[src/rtl/hqst_pkg.sv]
// ----------------------------------------------------------------------------
// hqst_pkg: shared definitions for the hall quadrature speed trim
// defaults, register indexes, hall codes and the divider status bundle
// ----------------------------------------------------------------------------
package hqst_pkg;

    // parameter defaults
    localparam int TIME_WIDTH_DEF     = 32;
    localparam int COUNT_WIDTH_DEF    = 16;
    localparam int DUTY_FRAC_BITS_DEF = 16;

    // configuration register indexes
    localparam int CFG_INDEX_W = 2;
    localparam logic [CFG_INDEX_W-1:0] CFG_INVERTED     = 2'd0;
    localparam logic [CFG_INDEX_W-1:0] CFG_PULSE_TARGET = 2'd1;
    localparam logic [CFG_INDEX_W-1:0] CFG_INITIAL_DUTY = 2'd2;

    // hall sensor codes, bit1 first sensor, bit0 second sensor
    localparam logic [1:0] HALL_LL = 2'b00;
    localparam logic [1:0] HALL_LH = 2'b01;
    localparam logic [1:0] HALL_HL = 2'b10;
    localparam logic [1:0] HALL_HH = 2'b11;

    // timestamp slots
    localparam logic [1:0] STAMP_T00 = 2'd0;
    localparam logic [1:0] STAMP_T10 = 2'd1;
    localparam logic [1:0] STAMP_T01 = 2'd2;
    localparam logic [1:0] STAMP_T11 = 2'd3;

    // status of the serial divider
    typedef struct packed {
        logic busy;
        logic done;
    } t_div_status;

endpackage

[src/rtl/hqst_div.sv]
// ----------------------------------------------------------------------------
// hqst_div: bit-serial restoring divider
// one quotient bit per clock, done pulses for one cycle after the last bit
// ----------------------------------------------------------------------------
module hqst_div #(
    parameter int QW = 27,
    parameter int HW = 33
) (
    input  logic                  i_clk,
    input  logic                  i_rst_n,
    input  logic                  i_start,
    input  logic [QW-1:0]         i_dividend,
    input  logic [HW-1:0]         i_divisor,
    output hqst_pkg::t_div_status o_sts,
    output logic [QW-1:0]         o_quot
);
    import hqst_pkg::*;

    localparam int CNT_W = $clog2(QW);

    logic             r_busy, n_busy;
    logic             r_done, n_done;
    logic [CNT_W-1:0] r_cnt, n_cnt;
    logic [HW-1:0]    r_rem, n_rem;
    logic [QW-1:0]    r_dvd, n_dvd;
    logic [HW-1:0]    r_dsr, n_dsr;
    logic [QW-1:0]    r_quot, n_quot;

    logic [HW:0]      w_trial;
    logic [HW:0]      w_diff;
    logic             w_ge;

    assign w_trial = {r_rem, r_dvd[QW-1]};
    assign w_diff  = w_trial - {1'b0, r_dsr};
    assign w_ge    = w_trial >= {1'b0, r_dsr};

    always_comb begin
        n_busy = r_busy;
        n_done = 1'b0;
        n_cnt  = r_cnt;
        n_rem  = r_rem;
        n_dvd  = r_dvd;
        n_dsr  = r_dsr;
        n_quot = r_quot;
        if (i_start) begin
            n_busy = 1'b1;
            n_cnt  = CNT_W'(QW - 1);
            n_rem  = '0;
            n_dvd  = i_dividend;
            n_dsr  = i_divisor;
        end else if (r_busy) begin
            n_rem  = w_ge ? w_diff[HW-1:0] : w_trial[HW-1:0];
            n_quot = {r_quot[QW-2:0], w_ge};
            n_dvd  = {r_dvd[QW-2:0], 1'b0};
            if (r_cnt == '0) begin
                n_busy = 1'b0;
                n_done = 1'b1;
            end else begin
                n_cnt = r_cnt - 1'b1;
            end
        end
    end

    always_ff @(posedge i_clk) begin
        if (!i_rst_n) begin
            r_busy <= 1'b0;
            r_done <= 1'b0;
        end else begin
            r_busy <= n_busy;
            r_done <= n_done;
        end
    end

    always_ff @(posedge i_clk) begin
        r_cnt  <= n_cnt;
        r_rem  <= n_rem;
        r_dvd  <= n_dvd;
        r_dsr  <= n_dsr;
        r_quot <= n_quot;
    end

    assign o_sts.busy = r_busy;
    assign o_sts.done = r_done;
    assign o_quot     = r_quot;

endmodule

[src/rtl/hall_quadrature_speed_trim.sv]
// ----------------------------------------------------------------------------
// hall_quadrature_speed_trim: speed trim for one motor channel
// follows the quadrature hall sequence, times a full cycle and nudges the
// drive duty by 0.1 - 1602.564/S, S the summed span, clamped to [0.05, 1]
// ----------------------------------------------------------------------------
//
//  channel   dir  handshake                     word
//  -------   ---  ----------------------------  ------------------------------
//  s_axis    in   s_axis_tvalid/s_axis_tready   tdata: hall_state, direction,
//                                               time_us; tuser: action
//  m_axis    out  m_axis_tvalid/m_axis_tready   tdata: duty, pulse_count;
//                                               tlast: run_done
//  cfg       in   i_cfg_valid/o_cfg_ready       index + data, always ready
//
//  a sample that does not close a hall cycle is taken and the input stays
//  ready; a start word passes through the emit state, a cycle close through
//  the span, divider start, divider run, trim and emit states (a zero span
//  skips the divider run), the serial divider making one quotient bit per
//  clock; a stall on the output lengthens both by the stall
//  the result sits in an output register, so a new word is taken while the
//  previous result is still waiting; a stalled output holds only a pending new result in the emit state
//  synchronous active-low reset clears control state; timestamps are not reset
//
module hall_quadrature_speed_trim #(
    parameter int TIME_WIDTH     = hqst_pkg::TIME_WIDTH_DEF,
    parameter int COUNT_WIDTH    = hqst_pkg::COUNT_WIDTH_DEF,
    parameter int DUTY_FRAC_BITS = hqst_pkg::DUTY_FRAC_BITS_DEF,
    localparam int DW          = DUTY_FRAC_BITS + 1,
    localparam int IN_TDATA_W  = ((TIME_WIDTH + 3 + 7) / 8) * 8,
    localparam int OUT_TDATA_W = ((DW + COUNT_WIDTH + 7) / 8) * 8,
    localparam int CFG_DATA_W  = (COUNT_WIDTH > DW) ? COUNT_WIDTH : DW
) (
    input  logic                               i_clk,
    input  logic                               i_rst_n,
    // hall_state [1:0], direction [2], time_us [TIME_WIDTH+2:3], zero pad above
    input  logic [IN_TDATA_W-1:0]              s_axis_tdata,
    // action: 0 hall sample, 1 start a new run
    input  logic                               s_axis_tuser,
    input  logic                               s_axis_tvalid,
    output logic                               s_axis_tready,
    // duty [DW-1:0], pulse_count [DW+COUNT_WIDTH-1:DW], zero pad above
    output logic [OUT_TDATA_W-1:0]             m_axis_tdata,
    // run_done
    output logic                               m_axis_tlast,
    output logic                               m_axis_tvalid,
    input  logic                               m_axis_tready,
    input  logic                               i_cfg_valid,
    output logic                               o_cfg_ready,
    input  logic [hqst_pkg::CFG_INDEX_W-1:0]   i_cfg_index,
    input  logic [CFG_DATA_W-1:0]              i_cfg_data
);
    import hqst_pkg::*;

    // span: sum of two half-period differences, one bit wider for the carry of the sum
    localparam int HW = TIME_WIDTH + 1;

    // duty constants in Q1.F
    localparam longint unsigned ONE_L   = 64'd1 << DUTY_FRAC_BITS;
    localparam longint unsigned TENTH_L = (ONE_L + 64'd5) / 64'd10;
    localparam longint unsigned FLOOR_L = (ONE_L * 64'd5 + 64'd50) / 64'd100;
    // floor(10^6 * 2^F / (624 * h)) == floor(TERM_K / h)
    localparam longint unsigned TERM_NUM = 64'd1000000 << DUTY_FRAC_BITS;
    localparam longint unsigned TERM_K_L = TERM_NUM / 64'd624;
    localparam int QW = $clog2(TERM_K_L + 64'd1);
    localparam int SW = QW + 2;

    localparam logic [DW-1:0] DUTY_ONE   = DW'(ONE_L);
    localparam logic [DW-1:0] DUTY_FLOOR = DW'(FLOOR_L);
    localparam logic [DW-1:0] DUTY_RST   = DW'(ONE_L >> 1);
    localparam logic [QW-1:0] TERM_K     = QW'(TERM_K_L);
    localparam logic [SW-1:0] TENTH_S    = SW'(TENTH_L);
    localparam logic [SW-1:0] ONE_S      = SW'(ONE_L);
    localparam logic [SW-1:0] FLOOR_S    = SW'(FLOOR_L);
    localparam logic [COUNT_WIDTH-1:0] COUNT_MAX = '1;

    // sequencer states
    localparam logic [2:0] ST_IDLE   = 3'd0;
    localparam logic [2:0] ST_SPAN   = 3'd1;
    localparam logic [2:0] ST_DIVGO  = 3'd2;
    localparam logic [2:0] ST_DIVRUN = 3'd3;
    localparam logic [2:0] ST_TRIM   = 3'd4;
    localparam logic [2:0] ST_EMIT   = 3'd5;

    // configuration
    logic                   r_inverted, n_inverted;
    logic [COUNT_WIDTH-1:0] r_target, n_target;
    logic [DW-1:0]          r_init_duty, n_init_duty;

    // run state
    logic [2:0]             r_state, n_state;
    logic [1:0]             r_phase, n_phase;
    logic [DW-1:0]          r_duty, n_duty;
    logic [COUNT_WIDTH-1:0] r_cycles, n_cycles;
    logic                   r_running, n_running;
    logic                   r_last, n_last;
    logic [HW-1:0]          r_span, n_span;
    logic [TIME_WIDTH-1:0]  r_stamp [4];

    // output register
    logic                   r_out_valid, n_out_valid;
    logic [DW-1:0]          r_out_duty;
    logic [COUNT_WIDTH-1:0] r_out_count;
    logic                   r_out_last;

    // input word fields
    logic [1:0]             w_hs;
    logic                   w_rev;
    logic [TIME_WIDTH-1:0]  w_time;
    logic [1:0]             w_s1, w_s3;
    logic                   w_slot_vld;
    logic [1:0]             w_slot;
    logic                   w_in_acc;
    logic                   w_stamp_we;
    logic                   w_out_load;

    // trim datapath
    logic [TIME_WIDTH-1:0]  w_d1, w_d2;
    logic                   w_div_start;
    t_div_status            w_div_sts;
    logic [QW-1:0]          w_quot;
    logic [SW-1:0]          w_sum;
    logic [DW-1:0]          w_trim;
    logic [COUNT_WIDTH-1:0] w_cycles_inc;

    assign w_hs   = s_axis_tdata[1:0];
    assign w_rev  = s_axis_tdata[2] ^ r_inverted;
    assign w_time = s_axis_tdata[3 +: TIME_WIDTH];

    // expected order: forward 0-1-3-2-0, reverse 0-2-3-1-0
    assign w_s1 = w_rev ? HALL_HL : HALL_LH;
    assign w_s3 = w_rev ? HALL_LH : HALL_HL;

    always_comb begin
        w_slot_vld = 1'b1;
        w_slot     = STAMP_T00;
        if (r_phase == HALL_LL && w_hs == w_s1) begin
            w_slot = STAMP_T00;
        end else if (r_phase == w_s1 && w_hs == HALL_HH) begin
            w_slot = STAMP_T10;
        end else if (r_phase == HALL_HH && w_hs == w_s3) begin
            w_slot = STAMP_T01;
        end else if (r_phase == w_s3 && w_hs == HALL_LL) begin
            w_slot = STAMP_T11;
        end else begin
            w_slot_vld = 1'b0;
        end
    end

    assign s_axis_tready = (r_state == ST_IDLE);
    assign w_in_acc      = s_axis_tvalid & s_axis_tready;
    assign w_stamp_we    = w_in_acc & ~s_axis_tuser & r_running & w_slot_vld;

    // wrap-around differences; the sum keeps its carry
    assign w_d1 = r_stamp[STAMP_T01] - r_stamp[STAMP_T00];
    assign w_d2 = r_stamp[STAMP_T11] - r_stamp[STAMP_T10];

    // zero span skips the divider and lands on the floor
    assign w_div_start = (r_state == ST_DIVGO) && (r_span != '0);

    hqst_div #(
        .QW (QW),
        .HW (HW)
    ) u_div (
        .i_clk      (i_clk),
        .i_rst_n    (i_rst_n),
        .i_start    (w_div_start),
        .i_dividend (TERM_K),
        .i_divisor  (r_span),
        .o_sts      (w_div_sts),
        .o_quot     (w_quot)
    );

    // duty + tenth - term, signed, then clamp
    assign w_sum = {{(SW-DW){1'b0}}, r_duty} + TENTH_S - {{(SW-QW){1'b0}}, w_quot};

    always_comb begin
        if (r_span == '0) begin
            w_trim = DUTY_FLOOR;
        end else if ($signed(w_sum) > $signed(ONE_S)) begin
            w_trim = DUTY_ONE;
        end else if ($signed(w_sum) < $signed(FLOOR_S)) begin
            w_trim = DUTY_FLOOR;
        end else begin
            w_trim = w_sum[DW-1:0];
        end
    end

    // saturating cycle count
    assign w_cycles_inc = (r_cycles < COUNT_MAX) ? r_cycles + 1'b1 : r_cycles;

    assign w_out_load = (r_state == ST_EMIT) && (!r_out_valid || m_axis_tready);

    // configuration writes
    assign o_cfg_ready = 1'b1;

    always_comb begin
        n_inverted  = r_inverted;
        n_target    = r_target;
        n_init_duty = r_init_duty;
        if (i_cfg_valid) begin
            case (i_cfg_index)
                CFG_INVERTED:     n_inverted  = i_cfg_data[0];
                CFG_PULSE_TARGET: n_target    = i_cfg_data[COUNT_WIDTH-1:0];
                CFG_INITIAL_DUTY: n_init_duty = i_cfg_data[DW-1:0];
                default:          ;
            endcase
        end
    end

    // sequencer
    always_comb begin
        n_state   = r_state;
        n_phase   = r_phase;
        n_duty    = r_duty;
        n_cycles  = r_cycles;
        n_running = r_running;
        n_last    = r_last;
        n_span    = r_span;
        case (r_state)
            ST_IDLE: begin
                if (w_in_acc && s_axis_tuser) begin
                    // start of a run
                    n_duty    = (r_init_duty > DUTY_ONE) ? DUTY_ONE : r_init_duty;
                    n_cycles  = '0;
                    n_phase   = HALL_LL;
                    n_last    = (r_target == '0);
                    n_running = (r_target != '0);
                    n_state   = ST_EMIT;
                end else if (w_stamp_we) begin
                    n_phase = w_hs;
                    if (w_slot == STAMP_T11) begin
                        n_state = ST_SPAN;
                    end
                end
            end
            ST_SPAN: begin
                n_span  = {1'b0, w_d1} + {1'b0, w_d2};
                n_state = ST_DIVGO;
            end
            ST_DIVGO: begin
                n_state = (r_span == '0) ? ST_TRIM : ST_DIVRUN;
            end
            ST_DIVRUN: begin
                if (w_div_sts.done) begin
                    n_state = ST_TRIM;
                end
            end
            ST_TRIM: begin
                n_duty   = w_trim;
                n_cycles = w_cycles_inc;
                n_last   = (w_cycles_inc >= r_target);
                if (w_cycles_inc >= r_target) begin
                    n_running = 1'b0;
                end
                n_state = ST_EMIT;
            end
            ST_EMIT: begin
                if (w_out_load) begin
                    n_state = ST_IDLE;
                end
            end
            default: n_state = ST_IDLE;
        endcase
    end

    always_comb begin
        if (w_out_load) begin
            n_out_valid = 1'b1;
        end else if (m_axis_tready) begin
            n_out_valid = 1'b0;
        end else begin
            n_out_valid = r_out_valid;
        end
    end

    always_ff @(posedge i_clk) begin
        if (!i_rst_n) begin
            r_inverted  <= 1'b0;
            r_target    <= '0;
            r_init_duty <= DUTY_RST;
            r_state     <= ST_IDLE;
            r_phase     <= HALL_LL;
            r_duty      <= DUTY_RST;
            r_cycles    <= '0;
            r_running   <= 1'b0;
            r_out_valid <= 1'b0;
        end else begin
            r_inverted  <= n_inverted;
            r_target    <= n_target;
            r_init_duty <= n_init_duty;
            r_state     <= n_state;
            r_phase     <= n_phase;
            r_duty      <= n_duty;
            r_cycles    <= n_cycles;
            r_running   <= n_running;
            r_out_valid <= n_out_valid;
        end
    end

    // payload registers, no reset
    always_ff @(posedge i_clk) begin
        r_last <= n_last;
        r_span <= n_span;
        if (w_stamp_we) begin
            r_stamp[w_slot] <= w_time;
        end
        if (w_out_load) begin
            r_out_duty  <= r_duty;
            r_out_count <= r_cycles;
            r_out_last  <= r_last;
        end
    end

    assign m_axis_tvalid = r_out_valid;
    assign m_axis_tlast  = r_out_last;
    assign m_axis_tdata  = {{(OUT_TDATA_W-DW-COUNT_WIDTH){1'b0}}, r_out_count, r_out_duty};

endmodule

[config.mk]
export PLATFORM = sky130hd
export DESIGN_NAME = hall_quadrature_speed_trim
export DESIGN_NICKNAME = d
export VERILOG_FILES = /design/src/rtl/hqst_pkg.sv /design/src/rtl/hqst_div.sv /design/src/rtl/hall_quadrature_speed_trim.sv
export SDC_FILE = /design/constraint.sdc
export NUM_CORES = 1
export LEC_CHECK = 0
export ABC_AREA = 1
export BUFFER_PORTS_ARGS = -buffer_cell sky130_fd_sc_hd__buf_4
export CAP_MARGIN = 5
export CELL_PAD_IN_SITES_DETAIL_PLACEMENT = 2
export CELL_PAD_IN_SITES_GLOBAL_PLACEMENT = 2
export CORE_UTILIZATION = 41
export DETAILED_ROUTE_END_ITERATION = 8
export GPL_ROUTABILITY_DRIVEN = 0
export GPL_TIMING_DRIVEN = 1
export PLACE_DENSITY_LB_ADDON = 0.05
export SLEW_MARGIN = 0
export SYNTH_ARGS = -nofsm -noshare
export SYNTH_HDL_FRONTEND = slang
export SYNTH_HIERARCHICAL = 1
export SYNTH_SLANG_ARGS = --single-unit
[constraint.sdc]
create_clock -name i_clk -period 9.3 [get_ports i_clk]
set_input_delay 2.79 -clock i_clk [delete_from_list [all_inputs] [get_ports i_clk]]
set_output_delay 2.79 -clock i_clk [all_outputs]
set_load 0.05 [all_outputs]
== Word level (Yosys, flattened, before mapping) ==
Memories as Yosys holds them, arrays and structs flattened.
Cells that the tools add are included.
Word-level totals
  register bits after elaboration: 269
  RAM bits: 128
  input bits: 65
  output and inout bits: 44
  logic and storage cells: 139
  memories kept: 1
Cells by class
  add/subtract/negate cells: 8
  order comparisons: 6
  equality and inequality tests: 20
  mux-type cells: 42
  bitwise gates (word level): 10
  reductions and logical operators: 31
Memory list
  r_stamp: depth 4, bits a word 32, rd ports 4, clocked after memory_dff 0, wr ports 1, line hall_quadrature_speed_trim.sv:97  | logic [TIME_WIDTH-1:0] r_stamp [4];
Operators with widths (number)
  17-bit two-way mux: 5
  32-bit subtractor: 2
  34-bit by 33-bit greater-or-equal comparator with 1-bit output: 1
  17-bit case mux with 2 select lines: 1
  32-bit by 32-bit adder with 33-bit output: 1
  33-bit logical NOT: 1
  33-bit two-way mux: 1
  33-bit nonzero test: 1
  33-bit subtractor: 1
  16-bit two-way mux: 2
  16-bit case mux with 2 select lines: 1
  28-bit by 18-bit greater-than comparator with 1-bit output (second input constant): 1
  28-bit by 13-bit < comparator with 1-bit output (second input constant): 1
  18-bit by 27-bit subtractor with 28-bit output: 1
  17-bit by 13-bit adder with 18-bit output (second input constant): 1
  3-bit two-way mux: 6
  3-bit case mux with 6 select lines: 1
  17-bit greater-than comparator (second input constant): 1
  16-bit by 1-bit adder with 16-bit output (second input constant): 1
  16-bit greater-or-equal comparator: 1
  16-bit logical NOT: 1
  16-bit < comparator (second input constant): 1
  2-bit two-way mux: 8
  16-bit nonzero test: 1
  26 further kinds: 75

== Depth between registers and ports, before layout ==
  word-level depth: 13
  gate-level depth with buffers: 26
  mapped depth without buffers: 26

== By module ==
Netlist, hierarchy kept.
Modules (own cells, without submodules)
  hall_quadrature_speed_trim: times used 1, cells each 1970, area each 16752.3 um2, sequential area each 7367.1 um2
  hqst_div: times used 1, cells each 1049, area each 7583.5 um2, sequential area each 3413.3 um2

== Worst setup path before layout ==
OpenSTA, ideal clock, no wires.
  path kind: input to register
  from: in s_axis_tdata[2]
  to: mem r_stamp[0][0] (netlist bit) (enable)
  setup time: 461 ps
  data arrival time: 5866 ps
  required time: 8839 ps
  slack: 2973 ps
  stages: 5
  path buffers: 0
  cell sequence: xnor2_1 xor2_1 nor3_1 o21ai_0 nor3_1
Between the ends
  longest elaborated chain between the ends: 11
  elaborated cells on any way between the ends: 22
  classes of those cells: 4 x eq/ne; 12 x mux; 2 x bitwise; 4 x reduce/logical
Ends and longest elaborated chain
  start, declared: line hall_quadrature_speed_trim.sv:36  | input logic [IN_TDATA_W-1:0] s_axis_tdata,
  1-bit XOR *: line hall_quadrature_speed_trim.sv:126  | assign w_rev = s_axis_tdata[2] ^ r_inverted;
  2-bit two-way mux: line hall_quadrature_speed_trim.sv:131  | assign w_s3 = w_rev ? HALL_LH : HALL_HL;
  2-bit == test: line hall_quadrature_speed_trim.sv:142  | end else if (r_phase == w_s3 && w_hs == HALL_LL) begin
  1-bit logical AND: line hall_quadrature_speed_trim.sv:142
  1-bit two-way mux: line hall_quadrature_speed_trim.sv:142
  1-bit two-way mux: line hall_quadrature_speed_trim.sv:140  | end else if (r_phase == HALL_HH && w_hs == w_s3) begin
  1-bit two-way mux: line hall_quadrature_speed_trim.sv:138  | end else if (r_phase == w_s1 && w_hs == HALL_HH) begin
  1-bit two-way mux: line hall_quadrature_speed_trim.sv:136  | if (r_phase == HALL_LL && w_hs == w_s1) begin
  1-bit AND: line hall_quadrature_speed_trim.sv:151  | assign w_stamp_we = w_in_acc & ~s_axis_tuser & r_running & w_slot_vld;
  1-bit two-way mux: line hall_quadrature_speed_trim.sv:304  | if (w_stamp_we) begin
  1-bit two-way mux (not written as such): line hall_quadrature_speed_trim.sv:305  | r_stamp[w_slot] <= w_time;
  end, declared: line hall_quadrature_speed_trim.sv:97
Every way passes the cells marked *; elsewhere a longest branch is shown, timed or not.

== Worst setup path after layout ==
  from: in s_axis_tvalid
  to: reg r_duty[9]
Between the ends
  longest elaborated chain between the ends: 4
Ends and longest elaborated chain
  start, declared: line hall_quadrature_speed_trim.sv:39  | input logic s_axis_tvalid,
  1-bit AND: line hall_quadrature_speed_trim.sv:150  | assign w_in_acc = s_axis_tvalid & s_axis_tready;
  1-bit logical AND: line hall_quadrature_speed_trim.sv:221  | if (w_in_acc && s_axis_tuser) begin
  2-bit by 1-bit != test with 1-bit output (no source line)
  2-bit AND reduction (no source line)
  end signal, assigned: line hall_quadrature_speed_trim.sv:293  | r_duty <= n_duty;
  end, declared: line hall_quadrature_speed_trim.sv:92  | logic [DW-1:0] r_duty, n_duty;
Every way passes these cells.
A chain may end at the register's enable or synchronous reset.

==> run summary <==
The H-tree depth is 2. The run finished with clean final reports. The aggregate routed wire length is 84.6 mm. The worst slew slack as a fraction of its limit is 0.252.

The beginning of the worst register-to-register path is r_stamp[2][0]. Across the VDD grid, the largest voltage drop is approximately 180 uV. met2 is the most crowded layer.

The path class of the lowest-slack min-delay path is flop to flop. The first-pass GRT wire length came out at around 130 mm. TritonCTS built the clock tree.

Measured on the finished design, the core utilization comes to 0.474. The number of antenna diodes came out at 0. The floorplan step defined a die boundary enclosing 0.0603 mm^2.

For met2 alone, demand over resource in global routing was 0.533. The count of placed standard cells including taps is roughly 3,900. The overall die height came out at roughly 250 um. The reported net switching power is roughly 3.4 mW.

The clock root buffer is clkbuf_16. Buffers placed on the I/O ports in this run total 95. In this run the critical register-to-register path is captured at r_span[31].

The leakage dissipation came out at 12.7 nW. The sink of the worst hold path is u_div/o_quot[25]. Summing over every cut layer, the via total after detailed routing is about 21,000. The post-placement worst setup slack is 3.40 ns.

The CTS buffer count came out at 48. The worst hold path was traced through 0 stages. The area growth from synthesis to layout is 13.3%. The count of cells resized by post-cts repair came out at 0.

The post-detailed-route wirelength per cell is between 20 and 25 um. The placed wire-length estimate came out at 65.2 mm. CTS saw ~400 sinks.

The max-cap check violation count came out at 0. The floorplan has 88 rows. The sort of element at the start of the critical path is a primary input.

The area taken by flip-flops and latches is 0.0108 mm^2. The worst clock skew is 0.0304 ns. The final critical-path setup slack is 4.01 ns. The critical path data arrival time came out at 5.75 ns. The total internal power is roughly 4.4 mW. The number of global-route vias before repair came out at 24,040. After clock tree synthesis, the clock-pin slew on the worst setup and hold paths is 0.06 ns. For this design the ratio of total power to cell area is 285 mW/mm^2.

The die is ~250 um wide. The worst hold slack after final layout is 0.453 ns. The max-slew violation count is 0. The final-report hold violation count is 0. Across every metal layer, demand over resource in global routing totals 0.282. In this run, post-CTS hold repair placed 0 buffers. For the final routed database, the setup TNS stands at 0 ns.

The number of cells on the worst reg-to-reg path is 21. The cell count after synthesis is between 3,000 and 4,000. The I/O pin count is 109. The final layout net count is 3,403. In the routed design, unresolved DRC markers number 0. The share of power burned in registers came out at 0.328.

The critical path is of the primary input to flop type. The maximum number of pins on one net before global-route repair came out at 70. Data on the critical path is required at its endpoint by a little under 10 ns. The proportion of power drawn by the clock network is 0.244. The met3 demand-to-capacity share in global routing is 0.0333.

The met1 track demand over resource came out at 0.325. The share of final-layout standard cells stronger than drive strength 1 came out at 0.0780. The starting density of the core came out at 0.418. Leaving out fill and tap cells, the most frequent cell in the layout is nand2_1. The overall overflow remaining after global route is 0. The transition time of the tightest slew-check pin came out at around 1.1 ns. The shortest period the worst path allows is 5.29 ns. The DRC violation total after the first TritonRoute iteration is approximately 760. The number of nets with antenna violations after routing came out at 0. Dividing the detail-routed via count by the number of cells gives 5.36.

The Yosys step of the flow raised 6 warnings. The combined area of the multi-input logic cells came out at 0.0115 mm^2. The worst hold path begins at u_div/o_quot[24].

The highest attainable clock frequency came out at 189 MHz. At the later pin of the worst-skew pair, clock insertion delay measures 0.60 ns. The finished layout holds 3,957 standard cells, fillers aside. The share of the clock period used by the worst path after layout came out at 0.569. The net switching fraction of the power is 0.435. The number of buffers on the longest clock path came out at 3. The total core area is approximately 0.058 mm^2. The number of filler cells placed in the layout came out at 6,462.

The combinational share of power came out at 0.428. The average size of a mapped cell came out at 8.06 um^2. The count of TritonRoute iterations in the first routing pass came out at 4. The synthesized area is between 0.02 and 0.025 mm^2. The reg-to-reg setup timing slack came out at ~4.3 ns.

Setup repair after global routing left no endpoint under its margin. The sort of element at the end of the critical path is a flop. The number of antenna violations at the first check in global routing came to 8. In this run the worst path has a maximum fanout of 27. The number of buffers added for setup after CTS is 0. Setup violations remaining at the end of the flow were counted as 0. In the layout the commonest cells are 787 x nand2_1, 503 x inv_1, 283 x edfxtp_1.
[registers in the layout, indices dropped and copies added (netlist names), 27 cells and up]
name	flops
u_div/r_dsr	33
u_div/r_dvd	27
u_div/o_quot	27
r_span	33
u_div/r_rem	33
r_stamp	128
[area by class of cell]
cell class	instances	area share
Clock buffer	69	0.0499
Clock inverter	20	0.00799
Inverter	519	0.0707
Multi-Input combinational cell	2081	0.417
Sequential cell	397	0.391
Tap cell	765	0.0347
Timing Repair Buffer	106	0.0289
[worst max-delay path: stages]
cell,delay [ns]
buf_4,0.11
nand2_1,0.06
nor2_1,0.13
inv_1,0.19
nand2_1,0.73
clkinv_1,1.08
a31oi_1,0.51
a21oi_1,0.13
[per-stage QoR]
stage,power (mW),cell area (um^2)
after floorplan,4.80,24500
after global placement,5.67,26000
after detailed placement,5.92,26000
after CTS,7.91,27600
after global routing,8.36,27600
final,7.85,27600
[how the worst max path moves through the flow]
stage | endpoint | startpoint
2_1_floorplan | r_stamp[0][0] | s_axis_tdata[2]
3_3_place_gp | r_duty[14] | s_axis_tvalid
3_5_place_dp | r_duty[9] | s_axis_tvalid
4_1_cts | r_duty[9] | s_axis_tvalid
5_1_grt | r_state[2] | s_axis_tvalid
6_report | r_duty[9] | s_axis_tvalid
[per-layer routing]
layer,part of all wire,up-vias,routed length (um)
met1,0.41,10613,35000
met3,0.029,158,2480
met4,0.033,12,2780
met5,0.00084,-,71
met2,0.52,296,44300
li1,-,10134,-
[power by group through the flow]
stage	sequential [mW]	clock [mW]	combinational, mW
2_1_floorplan	2.52	0	2.29
3_3_place_gp	2.58	0	3.09
3_5_place_dp	2.60	0	3.32
4_1_cts	2.57	1.96	3.38
5_1_grt	2.60	2.01	3.75
6_report	2.57	1.91	3.36
Note: power is estimated with default switching activity, not from simulation.
